**src/design/rmco_pkg.sv**
```systemverilog
// ----------------------------------------------------------------------------
// rmco_pkg
// Shared types and constants for the rover motion command and odometry block.
// ----------------------------------------------------------------------------
`default_nettype none

package rmco_pkg;

    // Event codes carried on the input tuser
    typedef enum logic [2:0] {
        FUNC_TICK    = 3'd0,
        FUNC_FORWARD = 3'd1,
        FUNC_REVERSE = 3'd2,
        FUNC_RIGHT   = 3'd3,
        FUNC_LEFT    = 3'd4,
        FUNC_STOP    = 3'd5,
        FUNC_SPEED   = 3'd6,
        FUNC_ENCODER = 3'd7
    } t_func;

    // Operation code meaning no operation
    localparam logic [2:0] OP_NONE = 3'd0;

    // Configuration register indexes
    localparam logic CFG_OP_DURATION = 1'b0;
    localparam logic CFG_STOP_SPEED  = 1'b1;

    // Widths
    localparam int FUNC_W  = 3;
    localparam int SPEED_W = 7;
    localparam int CNT_W   = 8;
    localparam int ACC_W   = 16;
    localparam int TOT_W   = 16;
    localparam int TICK_W  = 32;
    localparam int DUR_W   = 16;
    localparam int PHASE_W = 4;
    localparam int NUM_TOT = 4;

    localparam int IN_DATA_W  = 24;
    localparam int OUT_DATA_W = 80;

    // Reset values
    localparam logic [DUR_W-1:0]   DUR_AT_RESET   = 16'd65535;
    localparam logic [SPEED_W-1:0] STOP_AT_RESET  = 7'd64;
    localparam logic [SPEED_W-1:0] SPEED_AT_RESET = 7'd34;

    // Odometry update every tenth tick
    localparam logic [PHASE_W-1:0] PHASE_LAST = 4'd9;

    // Reciprocal multiply: avg / 19 and avg / 7, exact for 16-bit avg
    localparam int              MULT_W        = 17;
    localparam logic [MULT_W-1:0] DIV_CM_MULT  = 17'd55189;
    localparam int              DIV_CM_SHIFT  = 20;
    localparam logic [MULT_W-1:0] DIV_DEG_MULT = 17'd74899;
    localparam int              DIV_DEG_SHIFT = 19;

    // Odometry update request from the divider
    typedef struct packed {
        logic             en;
        logic [1:0]       idx;
        logic [TOT_W-1:0] inc;
    } t_odo_upd;

endpackage

`default_nettype wire

```
**src/design/rmco_odo_calc.sv**
```systemverilog
// ----------------------------------------------------------------------------
// rmco_odo_calc
// Averages the encoder accumulators and scales them to centimeters or
// degrees for the most recent operation, using one reciprocal multiply.
// ----------------------------------------------------------------------------
`default_nettype none

module rmco_odo_calc (
    input  wire logic [rmco_pkg::ACC_W-1:0] i_left_acc,
    input  wire logic [rmco_pkg::ACC_W-1:0] i_right_acc,
    input  wire logic [2:0]                 i_recent_op,
    output rmco_pkg::t_odo_upd              o_upd
);
    import rmco_pkg::*;

    logic [ACC_W:0]          w_sum;
    logic [ACC_W-1:0]        w_avg;
    logic                    w_is_dist;
    logic [MULT_W-1:0]       w_mult;
    logic [ACC_W+MULT_W-1:0] w_prod;
    logic [ACC_W+MULT_W-1:0] w_quot;
    logic                    w_is_motion;

    // Average of both wheels
    assign w_sum = {1'b0, i_left_acc} + {1'b0, i_right_acc};
    assign w_avg = w_sum[ACC_W:1];

    // Forward and reverse count distance, turns count degrees
    assign w_is_dist = (i_recent_op == FUNC_FORWARD) || (i_recent_op == FUNC_REVERSE);
    assign w_mult    = w_is_dist ? DIV_CM_MULT : DIV_DEG_MULT;
    assign w_prod    = {{MULT_W{1'b0}}, w_avg} * {{ACC_W{1'b0}}, w_mult};
    assign w_quot    = w_is_dist ? (w_prod >> DIV_CM_SHIFT) : (w_prod >> DIV_DEG_SHIFT);

    assign w_is_motion = (i_recent_op == FUNC_FORWARD) || (i_recent_op == FUNC_REVERSE) ||
                         (i_recent_op == FUNC_RIGHT)   || (i_recent_op == FUNC_LEFT);

    // Totals are ordered forward, reverse, right, left
    always_comb begin
        o_upd.en  = w_is_motion;
        o_upd.idx = 2'(i_recent_op - 3'd1);
        o_upd.inc = w_quot[TOT_W-1:0];
    end

endmodule

`default_nettype wire

```
**src/design/rover_motion_command_odometer.sv**
```systemverilog
// ----------------------------------------------------------------------------
// rover_motion_command_odometer
// Rover motion command decoder with tick timeout and encoder odometry.
// ----------------------------------------------------------------------------
// Takes one event per clock cycle while the result stream keeps up. An
// accepted event sits in an input register, is applied to the rover state in
// a single pass when the output register is free, and its result lands in
// the output register. The whole state update (tick timeout compare, encoder
// average and reciprocal multiply into the totals) is combinational between
// the input register and the state registers, which is what sets the rate of
// one event per cycle; the output register lets the next event enter while a
// result still waits to be taken. Configuration registers are written with
// i_cfg_we and apply to events processed after.
// ----------------------------------------------------------------------------
`default_nettype none

module rover_motion_command_odometer (
    input  wire logic                            i_clk,
    input  wire logic                            i_rst_n,
    // Event stream
    input  wire logic                            i_s_axis_tvalid,
    output logic                                 o_s_axis_tready,
    // tdata: speed_value[6:0], left_count[14:7], right_count[22:15], zero pad
    input  wire logic [rmco_pkg::IN_DATA_W-1:0]  i_s_axis_tdata,
    // tuser: func[2:0]
    input  wire logic [rmco_pkg::FUNC_W-1:0]     i_s_axis_tuser,
    // Result stream
    output logic                                 o_m_axis_tvalid,
    input  wire logic                            i_m_axis_tready,
    // tdata: right_drive_byte[7:0], left_drive_byte[14:8], forward_cm[30:15],
    //        reverse_cm[46:31], right_deg[62:47], left_deg[78:63], zero pad
    output logic [rmco_pkg::OUT_DATA_W-1:0]      o_m_axis_tdata,
    // tuser: drive_valid[0]
    output logic                                 o_m_axis_tuser,
    // Configuration writes
    input  wire logic                            i_cfg_we,
    input  wire logic                            i_cfg_addr,
    input  wire logic [rmco_pkg::DUR_W-1:0]      i_cfg_wdata
);
    import rmco_pkg::*;

    // Configuration
    logic [DUR_W-1:0]   r_op_duration;
    logic [SPEED_W-1:0] r_stop_speed;

    // Input register
    logic               r_in_valid;
    logic [FUNC_W-1:0]  r_in_func;
    logic [SPEED_W-1:0] r_in_speed;
    logic [CNT_W-1:0]   r_in_lcnt;
    logic [CNT_W-1:0]   r_in_rcnt;

    // Output register
    logic               r_out_valid;
    logic               r_out_drive;
    logic [SPEED_W-1:0] r_out_code;

    // Rover state
    logic [2:0]         r_active_op,  n_active_op;
    logic [2:0]         r_recent_op,  n_recent_op;
    logic [TICK_W-1:0]  r_tick_count, n_tick_count;
    logic [PHASE_W-1:0] r_phase,      n_phase;
    logic [ACC_W-1:0]   r_left_acc,   n_left_acc;
    logic [ACC_W-1:0]   r_right_acc,  n_right_acc;
    logic [SPEED_W-1:0] r_speed,      n_speed;
    logic [TOT_W-1:0]   r_tot [NUM_TOT];
    logic [TOT_W-1:0]   n_tot [NUM_TOT];
    logic               n_drive;
    logic [SPEED_W-1:0] n_code;

    logic               w_advance;
    logic [TICK_W-1:0]  w_tick_inc;
    logic               w_timeout;
    logic               w_do_update;
    logic [ACC_W:0]     w_lsum;
    logic [ACC_W:0]     w_rsum;
    t_odo_upd           w_upd;

    // Move the held event into the output register when that is free
    assign w_advance       = r_in_valid && (!r_out_valid || i_m_axis_tready);
    assign o_s_axis_tready = !r_in_valid || w_advance;

    // Configuration write
    always_ff @(posedge i_clk) begin
        if (!i_rst_n) begin
            r_op_duration <= DUR_AT_RESET;
            r_stop_speed  <= STOP_AT_RESET;
        end else if (i_cfg_we) begin
            case (i_cfg_addr)
                CFG_OP_DURATION: r_op_duration <= i_cfg_wdata;
                CFG_STOP_SPEED:  r_stop_speed  <= i_cfg_wdata[SPEED_W-1:0];
                default:         r_op_duration <= r_op_duration;
            endcase
        end
    end

    // Input register
    always_ff @(posedge i_clk) begin
        if (!i_rst_n) begin
            r_in_valid <= 1'b0;
        end else if (o_s_axis_tready) begin
            r_in_valid <= i_s_axis_tvalid;
        end
    end

    always_ff @(posedge i_clk) begin
        if (o_s_axis_tready && i_s_axis_tvalid) begin
            r_in_func  <= i_s_axis_tuser;
            r_in_speed <= i_s_axis_tdata[6:0];
            r_in_lcnt  <= i_s_axis_tdata[14:7];
            r_in_rcnt  <= i_s_axis_tdata[22:15];
        end
    end

    // Odometry scaling of the current accumulators
    rmco_odo_calc u_odo_calc (
        .i_left_acc  (r_left_acc),
        .i_right_acc (r_right_acc),
        .i_recent_op (r_recent_op),
        .o_upd       (w_upd)
    );

    assign w_tick_inc = r_tick_count + TICK_W'(1);
    assign w_timeout  = (r_active_op != OP_NONE) &&
                        (w_tick_inc >= {{(TICK_W-DUR_W){1'b0}}, r_op_duration});
    assign w_lsum     = {1'b0, r_left_acc} + {{(ACC_W-CNT_W+1){1'b0}}, r_in_lcnt};
    assign w_rsum     = {1'b0, r_right_acc} + {{(ACC_W-CNT_W+1){1'b0}}, r_in_rcnt};

    // Apply one event to the state
    always_comb begin
        n_active_op  = r_active_op;
        n_recent_op  = r_recent_op;
        n_tick_count = r_tick_count;
        n_phase      = r_phase;
        n_left_acc   = r_left_acc;
        n_right_acc  = r_right_acc;
        n_speed      = r_speed;
        n_drive      = 1'b0;
        n_code       = '0;
        w_do_update  = 1'b0;
        case (t_func'(r_in_func))
            FUNC_TICK: begin
                if (w_timeout) begin
                    n_drive      = 1'b1;
                    n_code       = r_stop_speed;
                    n_active_op  = OP_NONE;
                    n_tick_count = '0;
                    n_phase      = '0;
                end else begin
                    n_tick_count = w_tick_inc;
                    // Track the count modulo ten; a wrap of the count lands on zero
                    if (w_tick_inc == '0 || r_phase == PHASE_LAST) begin
                        n_phase = '0;
                    end else begin
                        n_phase = r_phase + PHASE_W'(1);
                    end
                end
                w_do_update = (n_phase == '0);
                if (w_do_update) begin
                    n_left_acc  = '0;
                    n_right_acc = '0;
                end
            end
            FUNC_FORWARD, FUNC_REVERSE, FUNC_RIGHT, FUNC_LEFT: begin
                n_active_op  = r_in_func;
                n_recent_op  = r_in_func;
                n_tick_count = '0;
                n_phase      = '0;
                n_left_acc   = '0;
                n_right_acc  = '0;
                n_drive      = 1'b1;
                n_code       = r_speed;
            end
            FUNC_STOP: begin
                n_active_op  = OP_NONE;
                n_tick_count = '0;
                n_phase      = '0;
                n_drive      = 1'b1;
                n_code       = r_stop_speed;
            end
            FUNC_SPEED: begin
                n_speed = r_in_speed;
            end
            FUNC_ENCODER: begin
                // Saturate the accumulators
                n_left_acc  = w_lsum[ACC_W] ? '1 : w_lsum[ACC_W-1:0];
                n_right_acc = w_rsum[ACC_W] ? '1 : w_rsum[ACC_W-1:0];
            end
            default: begin
                n_speed = r_speed;
            end
        endcase
        // Add the scaled distance to the total of the recent operation
        for (int k = 0; k < NUM_TOT; k++) begin
            n_tot[k] = r_tot[k];
            if (w_do_update && w_upd.en && w_upd.idx == 2'(k)) begin
                n_tot[k] = r_tot[k] + w_upd.inc;
            end
        end
    end

    // State registers
    always_ff @(posedge i_clk) begin
        if (!i_rst_n) begin
            r_active_op  <= OP_NONE;
            r_recent_op  <= OP_NONE;
            r_tick_count <= '0;
            r_phase      <= '0;
            r_left_acc   <= '0;
            r_right_acc  <= '0;
            r_speed      <= SPEED_AT_RESET;
            for (int k = 0; k < NUM_TOT; k++) begin
                r_tot[k] <= '0;
            end
        end else if (w_advance) begin
            r_active_op  <= n_active_op;
            r_recent_op  <= n_recent_op;
            r_tick_count <= n_tick_count;
            r_phase      <= n_phase;
            r_left_acc   <= n_left_acc;
            r_right_acc  <= n_right_acc;
            r_speed      <= n_speed;
            for (int k = 0; k < NUM_TOT; k++) begin
                r_tot[k] <= n_tot[k];
            end
        end
    end

    // Output register; totals change only when a new result loads, so the
    // state totals double as the result totals
    always_ff @(posedge i_clk) begin
        if (!i_rst_n) begin
            r_out_valid <= 1'b0;
        end else if (w_advance) begin
            r_out_valid <= 1'b1;
        end else if (i_m_axis_tready) begin
            r_out_valid <= 1'b0;
        end
    end

    always_ff @(posedge i_clk) begin
        if (w_advance) begin
            r_out_drive <= n_drive;
            r_out_code  <= n_code;
        end
    end

    assign o_m_axis_tvalid = r_out_valid;
    assign o_m_axis_tuser  = r_out_drive;
    assign o_m_axis_tdata  = {1'b0, r_tot[3], r_tot[2], r_tot[1], r_tot[0],
                              r_out_code, (r_out_drive ? {1'b1, r_out_code} : 8'd0)} &
                             {{(OUT_DATA_W-15){1'b1}}, {SPEED_W{r_out_drive}}, 8'hFF};

    // Checks
    a_phase_zero: assert property (@(posedge i_clk) disable iff (!i_rst_n)
        (r_tick_count == '0) |-> (r_phase == '0))
        else $error("tick phase not zero with tick count zero");

    a_active_recent: assert property (@(posedge i_clk) disable iff (!i_rst_n)
        (r_active_op != OP_NONE) |-> (r_recent_op == r_active_op))
        else $error("active operation differs from recent operation");

    a_motion_clears: assert property (@(posedge i_clk) disable iff (!i_rst_n)
        (w_advance && r_in_func >= FUNC_FORWARD && r_in_func <= FUNC_LEFT) |=>
        (r_tick_count == '0 && r_left_acc == '0 && r_right_acc == '0))
        else $error("motion command did not clear counters");

    a_ready_when_free: assert property (@(posedge i_clk) disable iff (!i_rst_n)
        !r_out_valid |-> o_s_axis_tready)
        else $error("input stalled with free output register");

    a_no_drive_zero: assert property (@(posedge i_clk) disable iff (!i_rst_n)
        (r_out_valid && !r_out_drive) |-> (o_m_axis_tdata[14:0] == 15'd0))
        else $error("drive bytes nonzero without drive");

endmodule

`default_nettype wire

```
**config.mk**
```make
export PLATFORM = sky130hd
export DESIGN_NAME = rover_motion_command_odometer
export DESIGN_NICKNAME = d
export VERILOG_FILES = /design/src/design/rmco_pkg.sv /design/src/design/rmco_odo_calc.sv /design/src/design/rover_motion_command_odometer.sv
export SDC_FILE = /design/constraint.sdc
export NUM_CORES = 1
export LEC_CHECK = 0
export ABC_AREA = 1
export BUFFER_PORTS_ARGS = -buffer_cell sky130_fd_sc_hd__buf_2
export CORE_ASPECT_RATIO = 1.5
export CORE_MARGIN = 10
export CORE_UTILIZATION = 35
export DETAILED_ROUTE_END_ITERATION = 7
export GPL_TIMING_DRIVEN = 0
export PLACE_DENSITY = 0.61
export SLEW_MARGIN = 15
export SYNTH_ARGS = -nofsm -noshare
export SYNTH_HDL_FRONTEND = slang
export SYNTH_SLANG_ARGS = --single-unit
```
**constraint.sdc**
```tcl
create_clock -name i_clk -period 17.35 [get_ports i_clk]
set_input_delay 0.8675 -clock i_clk [delete_from_list [all_inputs] [get_ports i_clk]]
set_output_delay 0.8675 -clock i_clk [all_outputs]
set_load 0.01 [all_outputs]
```
# After elaboration in Yosys (flattened, before gate mapping)
# Memories as Yosys holds them, arrays and structs flattened.
# Cells that the tools add are included.
# W data, S select, Z words.
# totals
reg_bits,140
output_inout_bits,83
mem_count,1
word_cells,122
in_bits,49
ramBits,64
# mem_list
name,depth,width,read_ports,rd_ports_with_merged_regs,write_ports,line,source
r_tot,4,16,4,0,4,rover_motion_command_odometer.sv:66,logic [TOT_W-1:0] r_tot [NUM_TOT];
# classes
addsub,10
n_mux,35
n_bitwise,6
n_lt_le_gt_ge,1
n_reduce_logical,34
n_eq_ne,17
multipliers,1
# op_table
op,count
$mux W16,11
$pmux W16 S3,2
$and A79 B80 Y80,1
$add A16 B16 Y16,4
$pmux W32 S2,1
$add A16 B8 Y17,2
$mul A16 B17 Y33,1
$add A32 B1 Y32 const B,1
$ge A32 B16 Y1,1
$logic_not A32 Y1,1
$mux W32,1
$pmux W7 S3,1
$add A16 B16 Y17,1
$mux W17,1
$eq A3 B3 Y1 const B,5
$mux W14,1
$eq A3 B2 Y1 const B,4
$mux W4,3
$reduce_and A2 Y1,5
$pmux W3 S3,1
$reduce_bool A3 Y1,3
$logic_and A1 B1 Y1,8
$mux W1,8
$mux W8,1
other kinds (22),36

# Logic depth before layout (Yosys ltp)
# Gate-level depths: netlist (run 1).
# logic_depth
word_depth,12
depth_mapped,52
ltp_nobuf,52

# Cells and area by module
# A second synthesis (run 1) with hierarchy kept.
# hier_totals
cells_unflattened,2755
hier_area_um2,20836.2
# by_module_without_submodules
mod,cells_per_inst,area_per_inst_um2,seq_area_each_um2,instances
rover_motion_command_odometer,1665,12683.4,5064.9,1
rmco_odo_calc,1090,8152.8,0.0,1

# Worst setup path after synthesis (run 1)
# Ideal clock, no wire load.
# synth_timing
kind,register -> register
from,register r_left_acc[1]
to,"memory r_tot[1][13], data pin"
slack_ns,7.835
arrival_time_ns,9.262
path_buffers,0
t_required_ns,17.097
setup_ns,0.253
stages_incl_launch_ff,48
period_less_slack_ns,9.515
cell_sequence,dfxtp_1 > inv_1 > fa_1 > nand3b_1 > nand2_1 > inv_1 > o211ai_1 > a31oi_1 > o21ai_0 > a21boi_0 > nor2_1 > nor2_1 > o21bai_1 > nand2_1 > inv_1 > ha_1 > inv_1 > fa_1 > [... 12 more ...] > xnor2_1 > o21ai_0 > ha_1 > nand3_1 > nand2_1 > nand2_1 > nand2_1 > a21oi_1 > o21ai_0 > nand2_1 > inv_1 > or2_2 > a21oi_1 > o21ai_0 > nand3_1 > nand2_1 > nor2_1 > nor2_1
# synth_lines
item,line,source
"start, declared",rover_motion_command_odometer.sv:63,"logic [ACC_W-1:0] r_left_acc, n_left_acc;"
"start signal, assigned",rover_motion_command_odometer.sv:220,r_left_acc <= n_left_acc;
"end, declared",rover_motion_command_odometer.sv:66,

==> run metrics, run 1 <==
run status=completed; Area contributors post-synth=ha_1, edfxtp_1, fa_1, dfxtp_1, nand2_1; initial antenna violation count=0; FFs w/ async S/R, synth=0; post-synthesis cell type count=55; first-pass GRT wire length=87.8 mm; Final TNS setup=0 ps; fill cell count=5954; Setup Buffers After CTS=0; synthesized cell area=20000 um2; Worst Skew=17.1 ps; core area=56800 um2; VDD IR max=0.141 mV; Max Buffers Root-to-Sink=3; worst-path fanout max=6; area leader, netlist=ha_1; DRC viols=0; mean area per synthesized cell=7.84 um2; Ant. Diodes=0; Clock Root Buffer=clkbuf_16; vias=16600; critical path arrival=11370 ps; Total Wirelength=54.1 mm; slew margin rel.=0.251; wire per inst=15.5 um; Final Hold Viols=0; Yosys Warn Count=0; sequential element share of the synthesized area=0.253; Reg2Reg Setup Slack=6230 ps; Pre-antenna DRT Iters=5; Tightest Pin Transition=1110 ps; Site Rows=107; Post-CTS Resized=0; Clock Latency Late Sink=530 ps; I/O Pins=132; Placer Congestion=0.905; Overall Power=3.53 mW; vias in the first global route=17000; largest net degree at the start of global routing=27; Synth top area share=0.157; area of the multi-input gates=12900 um2; Die Height=313 um; Setup Viol. Count Final=0; gr ovfl total=0; fmax=89.9 MHz; synth cell count leaders=nand2_1, inv_1, ha_1; Slew Viols, Final=0; most frequent cell on the critical path=inv_1; IO buf count=128; clk sink count=204; WS Path Type=flop to flop; Layout Nets=3157; number of synthesized flops with an enable pin=98; GRT Total Usage=0.159; die area=67300 um2; Avg Vias per Cell=4.76; Worst Hold Class=flop to flop; register area=5060 um2; Synth Instances=2551; Worst EP required=17590 ps; Yosys reg bits=204; CP peak stage delay=730 ps; Leakage Power=11.2 nW; DR iter-0 viols=912; initial core utilization=0.353; hold buffer count at cts=0; Slowest cell on crit path=o21ai_0; DPL Wire Length=44.7 mm; CTS tree=done; # H-tree levels=1; RSZ-0062 raised after global routing=false; CP endpoint kind=flop; post-route ant nets=0; Top FF cell, synth=dfxtp_1; number of max-cap violations=0; Cell Pwr Density=157 nW/um2; Final Cycle Share=0.641; share of cells above drive strength 1=0.0963; startpoint types=flop; Final min period=11120 ps; Clock Pin Slew Worst Setup and Hold Paths=70 ps; most frequent cell after synthesis=nand2_1; Die Wd=215 um; total CTS buffers=21; Area growth syn-to-layout=12.1%
metal layers:
| metal | vias up | global-route usage | wire length [um] |
|---|---|---|---|
| li1 | 8548 | - | - |
| met1 | 7738 | 0.168 | 20800 |
| met2 | 261 | 0.312 | 29300 |
| met3 | 78 | 0.0200 | 2110 |
| met4 | 0 | 0.0605 | 1870 |
| met5 | - | 0 | 0 |
stage by stage:
step / cells / utilization / hold WS [ps] / area (um2) / worst slack (ps)
5_1_grt: 3495 / 0.395 / 489 / 22400 / 5280
3_5_place_dp: 3458 / 0.382 / 454 / 21700 / 6200
4_1_cts: 3495 / 0.395 / 476 / 22400 / 6140
2_1_floorplan: 2564 / - / 429 / 20100 / 7840
6_report: 3495 / 0.395 / 476 / 22400 / 6230
3_3_place_gp: 3455 / 0.382 / 451 / 21700 / 5860
path summary, 6_finish.rpt:
kind | endpoint | from | cells after the start
max | r_tot[0][13]$_SDFFCE_PN0P_ | r_right_acc[1]$_SDFFE_PN0P_ | 45
min | r_speed[1]$_SDFFE_PN1P_ | r_in_speed[1]$_DFFE_PP_ | 2
max reg2reg | r_tot[0][13]$_SDFFCE_PN0P_ | r_right_acc[1]$_SDFFE_PN0P_ | 45
min reg2reg | r_speed[1]$_SDFFE_PN1P_ | r_in_speed[1]$_DFFE_PP_ | 2
state kept, by name (all words and copies together), names as in the netlist:
register / flops
r_tick_count: 32
o_m_axis_tvalid: 1
r_active_op: 3
o_m_axis_tuser: 1
r_in_lcnt: 8
r_speed: 7
r_in_speed: 7
r_left_acc: 16
r_op_duration: 16
r_tot: 64
r_in_valid: 1
r_stop_speed: 7
r_in_func: 3
r_in_rcnt: 8
r_out_code: 7
r_right_acc: 16
r_phase: 4
r_recent_op: 3
logic make-up after synthesis:
| logic type | synth area share |
|---|---|
| other cells | 0.000375 |
| flops | 0.253 |
| simple gates | 0.202 |
| compound gates | 0.119 |
| buf+inv | 0.103 |
| xor+xnor | 0.0263 |
| fa+ha+maj | 0.296 |
cell usage in the layout (no fill, tap or decap), types with 17 or more instances in the layout:
cell	synthesis	layout
ha_1	251	251
buf_2	7	135
a21oi_1	218	218
clkbuf_1	39	40
nor3_1	17	17
o211ai_1	22	22
fa_1	139	139
nor2_1	247	247
nand2_1	492	492
xor2_1	44	44
dfxtp_1	106	106
inv_1	450	449
or2_2	25	25
clkbuf_16	0	21
o21ai_0	126	123
nand3_1	76	76
nand3_2	23	23
edfxtp_1	98	98
layout make-up:
cell class,count,area share
plain buffers,67,0.0155
clock buffers,24,0.0248
clock inverters,13,0.00787
inverters,458,0.0767
multi-input cells,1835,0.577
flip-flops and latches,204,0.226
well taps,763,0.0426
repair buffers,131,0.0299
worst max-delay path, delay by kind of cell, from the launching register on:
kind / cells / cell delay [ps]
compound gates: 16 / 4180
fa+ha+maj: 9 / 4010
simple gates: 11 / 1270
buf+inv: 8 / 720
flops: 1 / 440
xor+xnor: 1 / 210
where the power goes:
group | switching [mW] | internal, mW | leakage (nW)
logic | 1.53 | 0.896 | 9.02
clock network | 0.211 | 0.291 | 0.357
registers | 0.0355 | 0.568 | 1.85
total | 1.77 | 1.75 | 11.2
(Power assumes the default switching activity.)
==> run 2: changes to the inputs <==
==> constraint.sdc (replaced) <==
create_clock -name i_clk -period 11.5 [get_ports i_clk]
set_input_delay 0.575 -clock i_clk [delete_from_list [all_inputs] [get_ports i_clk]]
set_output_delay 0.575 -clock i_clk [all_outputs]
set_load 0.01 [all_outputs]
==> run metrics, run 2 (synthesis gave the netlist of run 1 again) <==
clk sink count=204; Setup Buffers After CTS=0; RR Endpoint=r_tot[1][14]$_SDFFCE_PN0P_; WL met2=29.3 mm; DRC viols=0; Slew Viols, Final=0; Final Hold Viols=0; DR iter-0 viols=789; final core occ=0.395; most frequent cells in the layout=nand2_1, inv_1, ha_1; Die Wd=215 um; CP peak stage delay=770 ps; Worst Skew=18.1 ps; Placer Congestion=0.905; uppermost layer routed=met4; Slowest cell on crit path=o21ai_0; Clock Latency Late Sink=530 ps; Final Cycle Share=0.937; DPL Wire Length=44.7 mm; Tightest Pin Transition=1130 ps; fmax=92.8 MHz; Layout Nets=3157; largest net degree at the start of global routing=27; Total Wirelength=54.2 mm; Worst EP required=11740 ps; Area growth syn-to-layout=12.2%; IO buf count=128; wl on met1=20.9 mm; commonest non-fill, non-tap cell in the layout=nand2_1; hold depth=1; VDD IR max=0.213 mV; share of cells above drive strength 1=0.0970; Cell Pwr Density=238 nW/um2; Worst Hold Class=input pin to flop; Avg Vias per Cell=4.75; Leakage Power=11.2 nW; number of max-cap violations=0; CTS tree=done; hold buffer count at cts=0; initial core utilization=0.353; Top Registers=r_tot x64, r_tick_count x32; Pre-antenna DRT Iters=5; core area=56800 um2; fill cell count=5955; first-pass GRT wire length=87.8 mm; launching point of the worst reg2reg path=r_right_acc[1]$_SDFFE_PN0P_; critical path arrival=11020 ps; Ant. Diodes=0; most frequent cell on the critical path=inv_1; wire per inst=15.5 um; Reg2Reg Setup Slack=730 ps; RSZ-0062 raised after global routing=false; run status=completed; worst r2r path cells=45; vias in the first global route=17000; GRT Total Usage=0.159; total CTS buffers=21; hold endpoint=r_in_rcnt[1]$_DFFE_PP_; initial antenna violation count=0; Max Buffers Root-to-Sink=3; post-route ant nets=0; die area=67300 um2; Clock Root Buffer=clkbuf_16; DR WL met3=2.07 mm; Clock Pin Slew Worst Setup and Hold Paths=70 ps; max FFs per register=64; gr ovfl total=0; # H-tree levels=1; vias=16600; CP endpoint kind=flop; startpoint types=flop; slew margin rel.=0.238; I/O Pins=132; Crit. Startpoint=r_right_acc[1]$_SDFFE_PN0P_; Die Height=313 um; worst-path fanout max=6; Site Rows=107; Setup Viol. Count Final=0; Largest Register=r_tot; hold wc startpoint=i_s_axis_tdata[16]; WS Path Type=flop to flop; Final TNS setup=0 ps; Final min period=10770 ps
==> run 2: cell counts in the layout (fill, tap and decap cells not counted) <==
No cell type changed its count.
==> run 2: how the worst max path moves through the flow <==
stage          cells past startpoint                    endpoint
6_report                          45  r_tot[1][14]$_SDFFCE_PN0P_
5_1_grt                           44  r_tot[1][13]$_SDFFCE_PN0P_
4_1_cts                           47  r_tot[3][14]$_SDFFCE_PN0P_
3_5_place_dp                      47  r_tot[3][14]$_SDFFCE_PN0P_
3_3_place_gp                      43  r_tot[1][11]$_SDFFCE_PN0P_
2_1_floorplan                     47  r_tot[1][13]$_SDFFCE_PN0P_
==> run 2: per-stage QoR <==
stage                     power (mW)  hold WS [ps]  worst slack, ps  area [um2]  instances
after CTS                       5.38           188              293       22400       3495
after floorplan                 3.63           429             1990       20100       2564
after global routing            5.96           197             61.6       22400       3495
after global placement          4.53           451             11.3       21700       3455
final                           5.34           214              726       22400       3495
after detailed placement        4.58           454              347       21700       3458
==> run 2: repair_timing <==
item,CTS,global route
endpoints found under the setup margin,0,21
endpoints found under the hold margin,0,0
gates resized for setup,0,8
==> run 2: final cells by class <==
cell class,count,area (um2),share of cell area
sequential,204,5060,0.226
clock inverter,13,176,0.00786
inverter,458,1720,0.0766
multi-input combinational,1835,13000,0.577
tap,763,955,0.0425
timing repair buffer,131,671,0.0299
clock buffer,24,557,0.0248
buffer,67,348,0.0155
==> run 2: critical path: cells and delay by family (launching register included) <==
family,cells,cell delay [ps]
adder cells (fa/ha/maj),9,3680
AO/OA/AOI/OAI,10,2770
AND/OR/NAND/NOR,14,1960
buffers and inverters,10,870
XOR/XNOR,2,780
flip-flops,1,440
==> run 2: per-layer routing <==
metal | vias up | track usage
li1 | 8553 | -
met1 | 7719 | 0.168
met2 | 255 | 0.312
met3 | 78 | 0.0200
met4 | 0 | 0.0605
met5 | - | 0
==> run 2: power breakdown <==
part           internal [mW]  switching (mW)
Clock                  0.439           0.317
Combinational           1.36            2.32
Sequential             0.857          0.0536
Total                   2.65            2.69
